### config.mk
export PLATFORM = sky130hd
export DESIGN_NAME = wall_follow_steering
export DESIGN_NICKNAME = d
export VERILOG_FILES = /design/src/design/wfs_pkg.sv /design/src/design/wall_follow_steering.sv /design/src/design/wfs_gain.sv /design/src/design/wfs_steer.sv
export SDC_FILE = /design/constraint.sdc
export NUM_CORES = 1
export LEC_CHECK = 0
export BUFFER_PORTS_ARGS = -buffer_cell sky130_fd_sc_hd__buf_2
export CORE_MARGIN = 2
export CORE_UTILIZATION = 50
export DETAILED_ROUTE_END_ITERATION = 7
export PLACE_DENSITY_LB_ADDON = 0.08
export SETUP_SLACK_MARGIN = 0.15
export SLEW_MARGIN = 10
export SYNTH_ARGS = -nofsm -noshare
export SYNTH_HDL_FRONTEND = slang
export SYNTH_SLANG_ARGS = --single-unit
### constraint.sdc
create_clock -name clock -period 16.3 [get_ports clock]
set_input_delay 0 -clock clock [delete_from_list [all_inputs] [get_ports clock]]
set_output_delay 0 -clock clock [all_outputs]
set_load 0.05 [all_outputs]
### src/design/wfs_pkg.sv
// ----------------------------------------------------------------------------
// wfs_pkg
// Shared types and constants for the wall-follow steering block: angle and
// speed constants, register indexes, the configuration and reading bundles.
// ----------------------------------------------------------------------------
`default_nettype none

package wfs_pkg;

   // servo angles (degrees)
   localparam logic [7:0] ANGLE_MIN        = 8'd40;
   localparam logic [7:0] ANGLE_CENTER     = 8'd90;
   localparam logic [7:0] ANGLE_MAX        = 8'd140;
   localparam logic [7:0] ANGLE_HARD_LEFT  = 8'd65;
   localparam logic [7:0] ANGLE_HARD_RIGHT = 8'd115;
   localparam logic [7:0] ANGLE_TURN_LEFT  = 8'd60;
   localparam logic [7:0] ANGLE_TURN_RIGHT = 8'd120;

   // default drive speed, used outside a corner turn and under a danger override
   localparam logic [6:0] SPEED_DEFAULT = 7'd72;

   // side correction: round(err * 0.08) = (4*err + 25) / 50, capped
   localparam logic [4:0]  CORR_LIMIT   = 5'd25;
   // largest error whose correction is still within the cap
   localparam logic [13:0] GAIN_SAT_ERR = 14'd318;
   localparam logic [10:0] ROUND_BIAS   = 11'd25;
   // floor(x / 50) = (x * 1311) >> 16, exact for x below 1300
   localparam logic [10:0] RECIP_50     = 11'd1311;

   // register indexes on the csr port
   localparam logic [2:0] CSR_MIN_VALID     = 3'd0;
   localparam logic [2:0] CSR_MAX_VALID     = 3'd1;
   localparam logic [2:0] CSR_SIDE_REACT    = 3'd2;
   localparam logic [2:0] CSR_SIDE_DANGER   = 3'd3;
   localparam logic [2:0] CSR_SIDE_DEADZONE = 3'd4;
   localparam logic [2:0] CSR_FRONT_TURN    = 3'd5;
   localparam logic [2:0] CSR_MAX_STEP      = 3'd6;
   localparam logic [2:0] CSR_SPEED_TURN    = 3'd7;

   typedef struct packed {
      logic [13:0] range_lo_mm;
      logic [13:0] range_hi_mm;
      logic [13:0] wall_react_mm;
      logic [13:0] wall_danger_mm;
      logic [9:0]  wall_dead_band;
      logic [13:0] corner_dist_mm;
      logic [6:0]  max_step_deg;
      logic [6:0]  speed_turn_pct;
   } cfg_type;

   typedef struct packed {
      logic [13:0] front_dist_mm;
      logic [13:0] left_dist_mm;
      logic [13:0] right_dist_mm;
   } reading_type;

endpackage

`default_nettype wire

### src/design/wall_follow_steering.sv
// ----------------------------------------------------------------------------
// wall_follow_steering
// Servo angle and drive speed from front, left and right range readings.
//
//   channel   direction  handshake            payload
//   req_      in         req_valid/req_ready  front, left, right distance (mm)
//   rsp_      out        rsp_valid/rsp_ready  servo angle, speed percent
//   csr_      in         csr_wr_en            csr_index, csr_wdata
//
// One request per cycle sustained while results are taken; each request
// passes the input register, then steering logic into the result register.
// The last angle register is updated as each request enters the result
// register, so each request is steered from the angle of the one before it.
// Synchronous active-high reset clears valids, loads register defaults and
// centres the last angle. A stalled result holds both stages; req_ready
// stays high while the input stage is empty or can move on.
// ----------------------------------------------------------------------------
`default_nettype none

module wall_follow_steering (
   input  wire logic        clock,
   input  wire logic        reset,
   input  wire logic        req_valid,
   output logic             req_ready,
   input  wire logic [13:0] req_front_dist_mm,
   input  wire logic [13:0] req_left_dist_mm,
   input  wire logic [13:0] req_right_dist_mm,
   output logic             rsp_valid,
   input  wire logic        rsp_ready,
   output logic      [7:0]  rsp_servo_angle,
   output logic      [6:0]  rsp_speed_pct,
   input  wire logic        csr_wr_en,
   input  wire logic [2:0]  csr_index,
   input  wire logic [13:0] csr_wdata
);

   wfs_pkg::cfg_type     cfg_ff;
   wfs_pkg::reading_type rd_ff, rd_in;
   logic                 s1_valid_ff;
   logic                 out_valid_ff;
   logic [7:0]           angle_ff, angle_in;
   logic [6:0]           speed_ff, speed_in;
   logic [7:0]           last_angle_ff;
   logic                 out_free;
   logic                 s1_move;

   // pipeline handshake
   assign out_free  = !out_valid_ff || rsp_ready;
   assign s1_move   = s1_valid_ff && out_free;
   assign req_ready = !s1_valid_ff || out_free;

   assign rd_in.front_dist_mm = req_front_dist_mm;
   assign rd_in.left_dist_mm  = req_left_dist_mm;
   assign rd_in.right_dist_mm = req_right_dist_mm;

   // configuration registers
   always_ff @(posedge clock) begin
      if (reset) begin
         cfg_ff.range_lo_mm    <= 14'd100;
         cfg_ff.range_hi_mm    <= 14'd8500;
         cfg_ff.wall_react_mm  <= 14'd600;
         cfg_ff.wall_danger_mm <= 14'd190;
         cfg_ff.wall_dead_band <= 10'd20;
         cfg_ff.corner_dist_mm <= 14'd530;
         cfg_ff.max_step_deg   <= 7'd4;
         cfg_ff.speed_turn_pct <= 7'd71;
      end else if (csr_wr_en) begin
         case (csr_index)
            wfs_pkg::CSR_MIN_VALID:     cfg_ff.range_lo_mm    <= csr_wdata;
            wfs_pkg::CSR_MAX_VALID:     cfg_ff.range_hi_mm    <= csr_wdata;
            wfs_pkg::CSR_SIDE_REACT:    cfg_ff.wall_react_mm  <= csr_wdata;
            wfs_pkg::CSR_SIDE_DANGER:   cfg_ff.wall_danger_mm <= csr_wdata;
            wfs_pkg::CSR_SIDE_DEADZONE: cfg_ff.wall_dead_band <= csr_wdata[9:0];
            wfs_pkg::CSR_FRONT_TURN:    cfg_ff.corner_dist_mm <= csr_wdata;
            wfs_pkg::CSR_MAX_STEP:      cfg_ff.max_step_deg   <= csr_wdata[6:0];
            wfs_pkg::CSR_SPEED_TURN:    cfg_ff.speed_turn_pct <= csr_wdata[6:0];
            default: ;
         endcase
      end
   end

   // input stage
   always_ff @(posedge clock) begin
      if (reset) begin
         s1_valid_ff <= 1'b0;
      end else if (req_ready) begin
         s1_valid_ff <= req_valid;
      end
   end

   always_ff @(posedge clock) begin
      if (req_valid && req_ready) begin
         rd_ff <= rd_in;
      end
   end

   // steering logic
   wfs_steer u_steer (
      .cfg        (cfg_ff),
      .rd         (rd_ff),
      .last_angle (last_angle_ff),
      .angle      (angle_in),
      .speed      (speed_in)
   );

   // result stage and last angle
   always_ff @(posedge clock) begin
      if (reset) begin
         out_valid_ff  <= 1'b0;
         last_angle_ff <= wfs_pkg::ANGLE_CENTER;
      end else begin
         if (out_free) begin
            out_valid_ff <= s1_valid_ff;
         end
         if (s1_move) begin
            last_angle_ff <= angle_in;
         end
      end
   end

   always_ff @(posedge clock) begin
      if (s1_move) begin
         angle_ff <= angle_in;
         speed_ff <= speed_in;
      end
   end

   assign rsp_valid       = out_valid_ff;
   assign rsp_servo_angle = angle_ff;
   assign rsp_speed_pct   = speed_ff;

endmodule

`default_nettype wire

### src/design/wfs_gain.sv
// ----------------------------------------------------------------------------
// wfs_gain
// Deadzoned proportional side correction: round(err * 0.08) limited to the
// correction cap, with err = side_react - side.
// ----------------------------------------------------------------------------
`default_nettype none

module wfs_gain (
   input  wire logic [13:0] side_mm,
   input  wire logic [13:0] react_mm,
   input  wire logic [9:0]  deadzone_mm,
   output logic      [4:0]  gain
);

   logic [13:0] err;
   logic [10:0] num;
   logic [21:0] prod;

   // error is only used when side lies below the react distance
   assign err  = react_mm - side_mm;
   assign num  = {err[8:0], 2'b00} + wfs_pkg::ROUND_BIAS;
   assign prod = {11'd0, num} * {11'd0, wfs_pkg::RECIP_50};

   always_comb begin
      if (err <= {4'd0, deadzone_mm}) begin
         gain = 5'd0;
      end else if (err > wfs_pkg::GAIN_SAT_ERR) begin
         gain = wfs_pkg::CORR_LIMIT;
      end else begin
         gain = prod[20:16];
      end
   end

endmodule

`default_nettype wire

### src/design/wfs_steer.sv
// ----------------------------------------------------------------------------
// wfs_steer
// Steering decision for one reading set: validity window, corner turn, side
// correction, danger overrides, clamp and slew against the last angle.
// ----------------------------------------------------------------------------
`default_nettype none

module wfs_steer (
   input  wire wfs_pkg::cfg_type     cfg,
   input  wire wfs_pkg::reading_type rd,
   input  wire logic [7:0]           last_angle,
   output logic      [7:0]           angle,
   output logic      [6:0]           speed
);

   logic       fv, lv, rv;
   logic [13:0] f, l, r;
   logic       left_near, right_near;
   logic       sel_left, sel_right;
   logic [13:0] sel_mm;
   logic [4:0] gain;
   logic [7:0] side_tgt;
   logic [7:0] base_tgt, tgt;
   logic [6:0] spd;
   logic [9:0] up_lim, dn_lim, tgt_x;

   assign f = rd.front_dist_mm;
   assign l = rd.left_dist_mm;
   assign r = rd.right_dist_mm;

   // validity window
   assign fv = (f >= cfg.range_lo_mm) && (f <= cfg.range_hi_mm);
   assign lv = (l >= cfg.range_lo_mm) && (l <= cfg.range_hi_mm);
   assign rv = (r >= cfg.range_lo_mm) && (r <= cfg.range_hi_mm);

   assign left_near  = l < cfg.wall_react_mm;
   assign right_near = r < cfg.wall_react_mm;

   // pick the side that drives the correction; closer side wins, equal distances give none
   always_comb begin
      sel_left  = 1'b0;
      sel_right = 1'b0;
      if (lv && rv) begin
         if (left_near && (l < r)) begin
            sel_left = 1'b1;
         end else if (right_near && (r < l)) begin
            sel_right = 1'b1;
         end
      end else if (lv && left_near) begin
         sel_left = 1'b1;
      end else if (rv && right_near) begin
         sel_right = 1'b1;
      end
   end

   assign sel_mm = sel_left ? l : r;

   wfs_gain u_gain (
      .side_mm     (sel_mm),
      .react_mm    (cfg.wall_react_mm),
      .deadzone_mm (cfg.wall_dead_band),
      .gain        (gain)
   );

   always_comb begin
      if (sel_left) begin
         side_tgt = wfs_pkg::ANGLE_CENTER + {3'd0, gain};
      end else if (sel_right) begin
         side_tgt = wfs_pkg::ANGLE_CENTER - {3'd0, gain};
      end else begin
         side_tgt = wfs_pkg::ANGLE_CENTER;
      end
   end

   // corner turn or side correction, then danger overrides and clamp
   always_comb begin
      spd = wfs_pkg::SPEED_DEFAULT;
      if (fv && (f < cfg.corner_dist_mm)) begin
         spd = cfg.speed_turn_pct;
         if (rv && (!lv || (r > l))) begin
            base_tgt = wfs_pkg::ANGLE_TURN_RIGHT;
         end else if (lv) begin
            base_tgt = wfs_pkg::ANGLE_TURN_LEFT;
         end else begin
            base_tgt = last_angle;
         end
      end else begin
         base_tgt = side_tgt;
      end

      tgt = base_tgt;
      if (lv && (l < cfg.wall_danger_mm)) begin
         if (tgt < wfs_pkg::ANGLE_HARD_RIGHT) begin
            tgt = wfs_pkg::ANGLE_HARD_RIGHT;
         end
         spd = wfs_pkg::SPEED_DEFAULT;
      end
      if (rv && (r < cfg.wall_danger_mm)) begin
         if (tgt > wfs_pkg::ANGLE_HARD_LEFT) begin
            tgt = wfs_pkg::ANGLE_HARD_LEFT;
         end
         spd = wfs_pkg::SPEED_DEFAULT;
      end
      if (tgt < wfs_pkg::ANGLE_MIN) begin
         tgt = wfs_pkg::ANGLE_MIN;
      end
      if (tgt > wfs_pkg::ANGLE_MAX) begin
         tgt = wfs_pkg::ANGLE_MAX;
      end
   end

   // slew limit, signed 10-bit so the lower bound may go negative
   assign up_lim = {2'b00, last_angle} + {3'b000, cfg.max_step_deg};
   assign dn_lim = {2'b00, last_angle} - {3'b000, cfg.max_step_deg};
   assign tgt_x  = {2'b00, tgt};

   always_comb begin
      if (!fv && !lv && !rv) begin
         angle = last_angle;
         speed = wfs_pkg::SPEED_DEFAULT;
      end else begin
         speed = spd;
         if ($signed(tgt_x) > $signed(up_lim)) begin
            angle = up_lim[7:0];
         end else if ($signed(tgt_x) < $signed(dn_lim)) begin
            angle = dn_lim[7:0];
         end else begin
            angle = tgt;
         end
      end
   end

endmodule

`default_nettype wire

==> results.yml, run 1 <==
floorplan:
  initial_core_util_pct: 50.7
  dieWidth_um: 174
  die_area_um2: 30400
  die_h_um: 174
  ios: 81
  core-area_um2: 28600
  num_rows: 62
placement:
  hpwl_um: 31400
  place_area_um2: 15300
  gp_congestion: 0.915
  io_buffers: 80
worst_setup_path:
  arrival_ps: 14760
  cp.buffers_inverters: 4
  crit_type: "register to register"
  rrSetupSlack_ps: 1820
  rr_endpoint: "rsp_servo_angle[6]$_DFFE_PP_"
  endpoint: "rsp_servo_angle[6]$_DFFE_PP_"
  cp_max_fo: 30
  path_depth: 50
  path_common_cell: "ha_1"
  end_kind: "register"
  required_ps: 16580
  slowest_stage: "o221a_2"
  start_kind: "register"
  reg2regPathDepth: 50
  crit_start: "rd_ff[27]$_DFFE_PP_"
  path_delay_family: "compound AO/OA/AOI/OAI gates"
  timing.rr.start: "rd_ff[27]$_DFFE_PP_"
  slowest_delay_ps: 690
sta:
  rsz0062_at_grt: "no"
  worstMarginPinSlew_ps: 1190
  setup_violations: 0
  period_share_pct: 88.9
  fin_skew_ps: 15.9
  clock.fmax_mhz: 69.0
  slew_violations: 0
  max-slew-margin-rel_pct: 20.3
  hold_viol_final: 0
  min_period_ps: 14480
  tns_ps: 0
finish:
  nFillCells: 2595
  multi_input_area_um2: 9790
  antenna_cells: 0
  nNetsFinal: 2174
  final_area_um2: 16400
  regArea_um2: 3790
  final_layout_size_suffix_gt1_share_pct: 8.44
  area_growth_pct: 13.1
global_routing:
  grt_antenna_before_repair: 0
  grt_overflow: 0
  grt_usage_pct: 26.9
  grt_pass1_vias: 12106
  grt_max_degree: 76
  grt_pass1_wl_um: 64200
clock_network:
  clk_latency_ps: 460
  cts-root-buf: "clkbuf_16"
  cts.sinks: 161
  cts_buffer_depth: 2
  cts_resized: 0
  path_clk_slew_ps: 70
  cts_hold_buf: 59
  cts_tree: "done"
  cts_htree_levels: 4
  cts_setup_buffers: 0
  cts_buffers: 17
logic_synthesis:
  yosysMostFrequentCell: "ha_1"
  synth_edf_count: 57
  syn_area_um2: 14500
  syn_avg_cell_area_um2: 8.68
  synth_top_cell_area_share_pct: 25.2
  yosysWarnings: 0
  synth_common_cells: "ha_1, nand2_1, inv_1"
  synth_ff_type: "dfxtp_1"
  synth_seq_cells: 161
  synthArstFlopShare_pct: 0
  yosys.area.top_type: "ha_1"
  synth_fp_nets: 2059
  yosysUniqueCellTypes: 84
  ys_seq_area_share_pct: 26.1
  syn-instance-count: 1673
  ys_top_cells_by_area: "ha_1, dfxtp_1, edfxtp_1, nand2_1, inv_1"
power_and_ir_drop:
  powerDensity_nw_per_um2: 170
  p_leak_uw: 0.00746
  ir_worst_vdd_mv: 0.172
route:
  num_vias: 12395
  vias_per_cell: 5.67
  ant_nets: 0
  wl_per_cell_um: 18.4
  drc: 0
  drtPass1Iterations: 8
  routed_wl_um: 40300
  initialDrtViolationCount: 839
status:
  outcome: "finished, final reports clean"
flow_run:
  maxCapViolCount: 0
worst_hold_path:
  hp-class: "input port to register"
-- power by group --
| group | switching, uW | internal (uW) | leakage [uW] |
|---|---|---|---|
| Combinational | 1120 | 806 | 0.00577 |
| Clock | 185 | 215 | 0.000291 |
| Sequential | 22.8 | 443 | 0.00139 |
-- through the flow --
stage	total power [uW]	hold WS (ps)	setup WS, ps	utilization [%]	instances
detailed placement	2390	178	1990	53.3	2094
CTS	2820	84.6	1960	57.3	2185
global route	3140	147	572	57.4	2185
global placement	2350	176	2410	53.3	2094
floorplan	1910	98.9	3470	-	1673
finish	2790	93.1	1820	57.4	2185
-- final cells by class --
class                      instances  area share [%]
tap                              384            2.93
clock inverter                    12           0.572
sequential                       161            23.1
timing repair buffer             147            6.40
multi-input combinational       1266            59.6
inverter                         195            4.46
clock buffer                      20            2.91
-- registers in the layout (all words and copies together) (netlist names) --
signal,count
cfg_ff,94
last_angle_ff,8
rd_ff,42
rsp_servo_angle,8
rsp_speed_pct,7
rsp_valid,1
s1_valid_ff,1
-- logic make-up after synthesis --
family                   synth area share [%]
AND/OR/NAND/NOR                          16.2
AO/OA/AOI/OAI                            18.2
adder cells (fa/ha/maj)                  29.2
buffers and inverters                    6.58
flip-flops                               26.1
XOR/XNOR                                 2.39
multiplexers                             1.32
-- worst min-delay path by stage --
| stage | start | end | slack, ps | cells past startpoint |
|---|---|---|---|---|
| after global routing | csr_wr_en | cfg_ff[2]$_SDFFE_PP1P_ | 150 | 4 |
| after floorplan | req_right_dist_mm[0] | rd_ff[0]$_DFFE_PP_ | 100 | 0 |
| after global placement | req_front_dist_mm[2] | rd_ff[30]$_DFFE_PP_ | 180 | 1 |
| after CTS | csr_index[0] | cfg_ff[37]$_SDFFE_PP0P_ | 80 | 4 |
| after detailed placement | req_front_dist_mm[3] | rd_ff[31]$_DFFE_PP_ | 180 | 1 |
| final | csr_index[0] | cfg_ff[37]$_SDFFE_PP0P_ | 90 | 4 |
-- cells in the final DEF, fill, tap and decap left out, drive strengths merged, types with 7 or more instances in the layout --
master       count
a211o           11
a211oi          15
a21o            53
a21oi          144
a31oi           11
and2            19
and3             7
and4            10
buf             88
clkbuf          20
clkinv           7
dfxtp          104
dlygate4sd3     59
edfxtp          57
fa              29
ha             293
inv            200
mux2i           12
nand2          211
nand2b          25
nand3           32
nand4           36
nor2            83
nor2b           19
nor3            19
o211ai          36
o21a            13
o21ai           42
or2              8
xnor2           28
xor2             9
-- layer usage --
metal	vias to the layer above	global-route usage (%)	share of wire [%]
met3	70	3.65	3.7
li1	6178	-	-
met5	-	0	0
met2	299	45.9	47
met4	0	9.49	2.9
met1	5848	34.9	46
-- worst min-delay path: stages --
cell and delay [ps]:
buf_2 180, nor3_2 170, nand2_1 110, a21oi_1 50
No activity file was read; power rests on OpenSTA's default activity.
==> run 2, diff against run 1 <==
--- a/config.mk
+++ b/config.mk
@@ -10,6 +10,7 @@
 export CORE_UTILIZATION = 50
 export DETAILED_ROUTE_END_ITERATION = 7
 export PLACE_DENSITY_LB_ADDON = 0.08
+export RECOVER_POWER = 50
 export SETUP_SLACK_MARGIN = 0.15
 export SLEW_MARGIN = 10
 export SYNTH_ARGS = -nofsm -noshare
==> run 2 against run 1 <==
The run now ends with capacitance limit, slew limit left. Cell count did not move. Clock power hardly changed. Combinational power is essentially flat. Sequential share of layout area up 0.062 points. Global-route usage unchanged. Via count down 0.35%. Critical path depth up 1. Clock skew fell by 0.91 ps. Total power barely moved. Fmax shrank 1.3%. Critical path type unchanged. Critical endpoint is now last_angle_ff[5]$_SDFFE_PP0P_. Largest power group unchanged.
==> results.yml, run 2 (synthesized netlist as in run 1, its figures left out) <==
finish:
  largest_register_ff_count: 94
  layout_commonest_cell: "ha_1"
  area_growth_pct: 12.8
  final_layout_size_suffix_gt1_share_pct: 6.94
  regMostFlops: "cfg_ff"
  nNetsFinal: 2174
  antenna_cells: 0
  top_regs: "cfg_ff (94), rd_ff (42)"
  final_cell_mix: "ha_1, nand2_1, inv_1, a21oi_1, dfxtp_1"
clock_network:
  cts_tree: "done"
  cts_buffers: 17
  cts-root-buf: "clkbuf_16"
  cts.sinks: 161
  clk_latency_ps: 450
  cts_htree_levels: 4
  cts_setup_buffers: 0
  cts_buffer_depth: 2
  path_clk_slew_ps: 80
worst_setup_path:
  required_ps: 16500
  reg2regPathDepth: 51
  rrSetupSlack_ps: 1630
  arrival_ps: 14870
  rr_endpoint: "last_angle_ff[5]$_SDFFE_PP0P_"
  timing.rr.start: "rd_ff[27]$_DFFE_PP_"
  slowest_stage: "o221a_2"
  slowest_delay_ps: 700
  cp_max_fo: 30
  end_kind: "register"
  crit_type: "register to register"
  start_kind: "register"
  path_common_cell: "ha_1"
global_routing:
  grt_usage_pct: 26.9
  grt_pass1_wl_um: 64200
  grt_max_degree: 76
  grt_antenna_before_repair: 0
  grt_overflow: 0
  grt_pass1_vias: 12106
sta:
  slew_violations: 122
  period_share_pct: 90.0
  worstMarginPinSlew_ps: 3830
  min_period_ps: 14670
  tns_ps: 0
  max-slew-margin-rel_pct: -156
  clock.fmax_mhz: 68.1
  rsz0062_at_grt: "no"
  hold_viol_final: 0
  fin_skew_ps: 15.0
  setup_violations: 0
route:
  drc: 0
  num_vias: 12352
  routed_wl_um: 40300
  vias_per_cell: 5.65
  drtPass1Iterations: 5
  ant_nets: 0
  wl_per_cell_um: 18.4
  initialDrtViolationCount: 869
floorplan:
  die_h_um: 174
  initial_core_util_pct: 50.7
  dieWidth_um: 174
  ios: 81
  num_rows: 62
  core-area_um2: 28600
  die_area_um2: 30400
power_and_ir_drop:
  power_frac_clock_pct: 14.3
  p_switching_uw: 1320
  power_uw: 2780
  ir_worst_vdd_mv: 0.172
  p_seq_share_pct: 16.7
  powerDensity_nw_per_um2: 170
  p_leak_uw: 0.00739
  swShare_pct: 47.5
  p_comb_share_pct: 68.9
  p_int_uw: 1460
worst_hold_path:
  hp-class: "input port to register"
  hold_depth: 4
  min_from: "csr_index[0]"
  min_to: "cfg_ff[91]$_SDFFE_PP0P_"
placement:
  io_buffers: 80
  hpwl_um: 31400
  gp_congestion: 0.915
flow_run:
  maxCapViolCount: 3
status:
  outcome: "complete, but fails checks"
  violations: "capacitance limit, slew limit"
-- run 2: changes by cell type in the layout (fill, tap and decap cells not counted), sizes merged --
cell,delta
buf,-26
clkbuf,+26
-- run 2: metal layers --
layer / vias to the layer above / share of wire [%] / track usage [%]
met4: 0 / 2.8 / 9.49
met1: 5839 / 46 / 34.9
met5: - / 0 / 0
met2: 272 / 47 / 45.9
li1: 6179 / - / -
met3: 62 / 3.6 / 3.65
-- run 2: how the worst max path moves through the flow --
| stage | startpoint | to | slack [ps] | depth (start not counted) |
|---|---|---|---|---|
| 3_5_place_dp | rd_ff[27]$_DFFE_PP_ | rsp_servo_angle[6]$_DFFE_PP_ | 1990 | 50 |
| 6_report | rd_ff[27]$_DFFE_PP_ | last_angle_ff[5]$_SDFFE_PP0P_ | 1630 | 51 |
| 4_1_cts | rd_ff[27]$_DFFE_PP_ | rsp_servo_angle[6]$_DFFE_PP_ | 1960 | 50 |
| 2_1_floorplan | rd_ff[26]$_DFFE_PP_ | rsp_servo_angle[1]$_DFFE_PP_ | 3470 | 57 |
| 5_1_grt | rd_ff[26]$_DFFE_PP_ | last_angle_ff[5]$_SDFFE_PP0P_ | 470 | 58 |
| 3_3_place_gp | rd_ff[23]$_DFFE_PP_ | rsp_servo_angle[4]$_DFFE_PP_ | 2410 | 52 |
-- run 2: stage by stage --
| step | cells | area (um^2) | hold WS [ps] | util [%] | setup slack (ps) |
|---|---|---|---|---|---|
| 6_report | 2185 | 16400 | 103 | 57.2 | 1630 |
| 5_1_grt | 2185 | 16400 | 165 | 57.2 | 467 |
| 4_1_cts | 2185 | 16400 | 84.6 | 57.3 | 1960 |
| 3_5_place_dp | 2094 | 15300 | 178 | 53.3 | 1990 |
| 3_3_place_gp | 2094 | 15300 | 176 | 53.3 | 2410 |
| 2_1_floorplan | 1673 | 14500 | 98.9 | - | 3470 |
-- run 2: power groups by stage --
stage	Combinational, uW	Clock, uW	Sequential [uW]
finish	1920	399	465
global route	2250	419	467
CTS	1950	404	465
detailed placement	1920	0	474
global placement	1870	0	474
floorplan	1430	0	482
-- run 2: area by class of cell --
class | count | area [um^2]
inverters | 195 | 732
flip-flops and latches | 161 | 3790
fillers | 2611 | 12300
multi-input cells | 1266 | 9780
clock inverters | 12 | 93.8
repair buffers | 147 | 1010
well taps | 384 | 480
clock buffers | 20 | 478
-- run 2: worst max-delay path, delay by kind of cell, from the launching register on --
| kind | cells | cell delay [ps] |
|---|---|---|
| AO/OA/AOI/OAI | 19 | 4900 |
| adder cells (fa/ha/maj) | 11 | 4280 |
| AND/OR/NAND/NOR | 14 | 3340 |
| XOR/XNOR | 3 | 1160 |
| flip-flops | 1 | 570 |
| buffers and inverters | 4 | 200 |
-- run 2: repair_timing --
action | CTS | global route
hold buffers | 59 | 0
hold endpoints to repair | 105 | 0
gates resized for setup | 0 | 0
setup endpoints to repair | 0 | 0
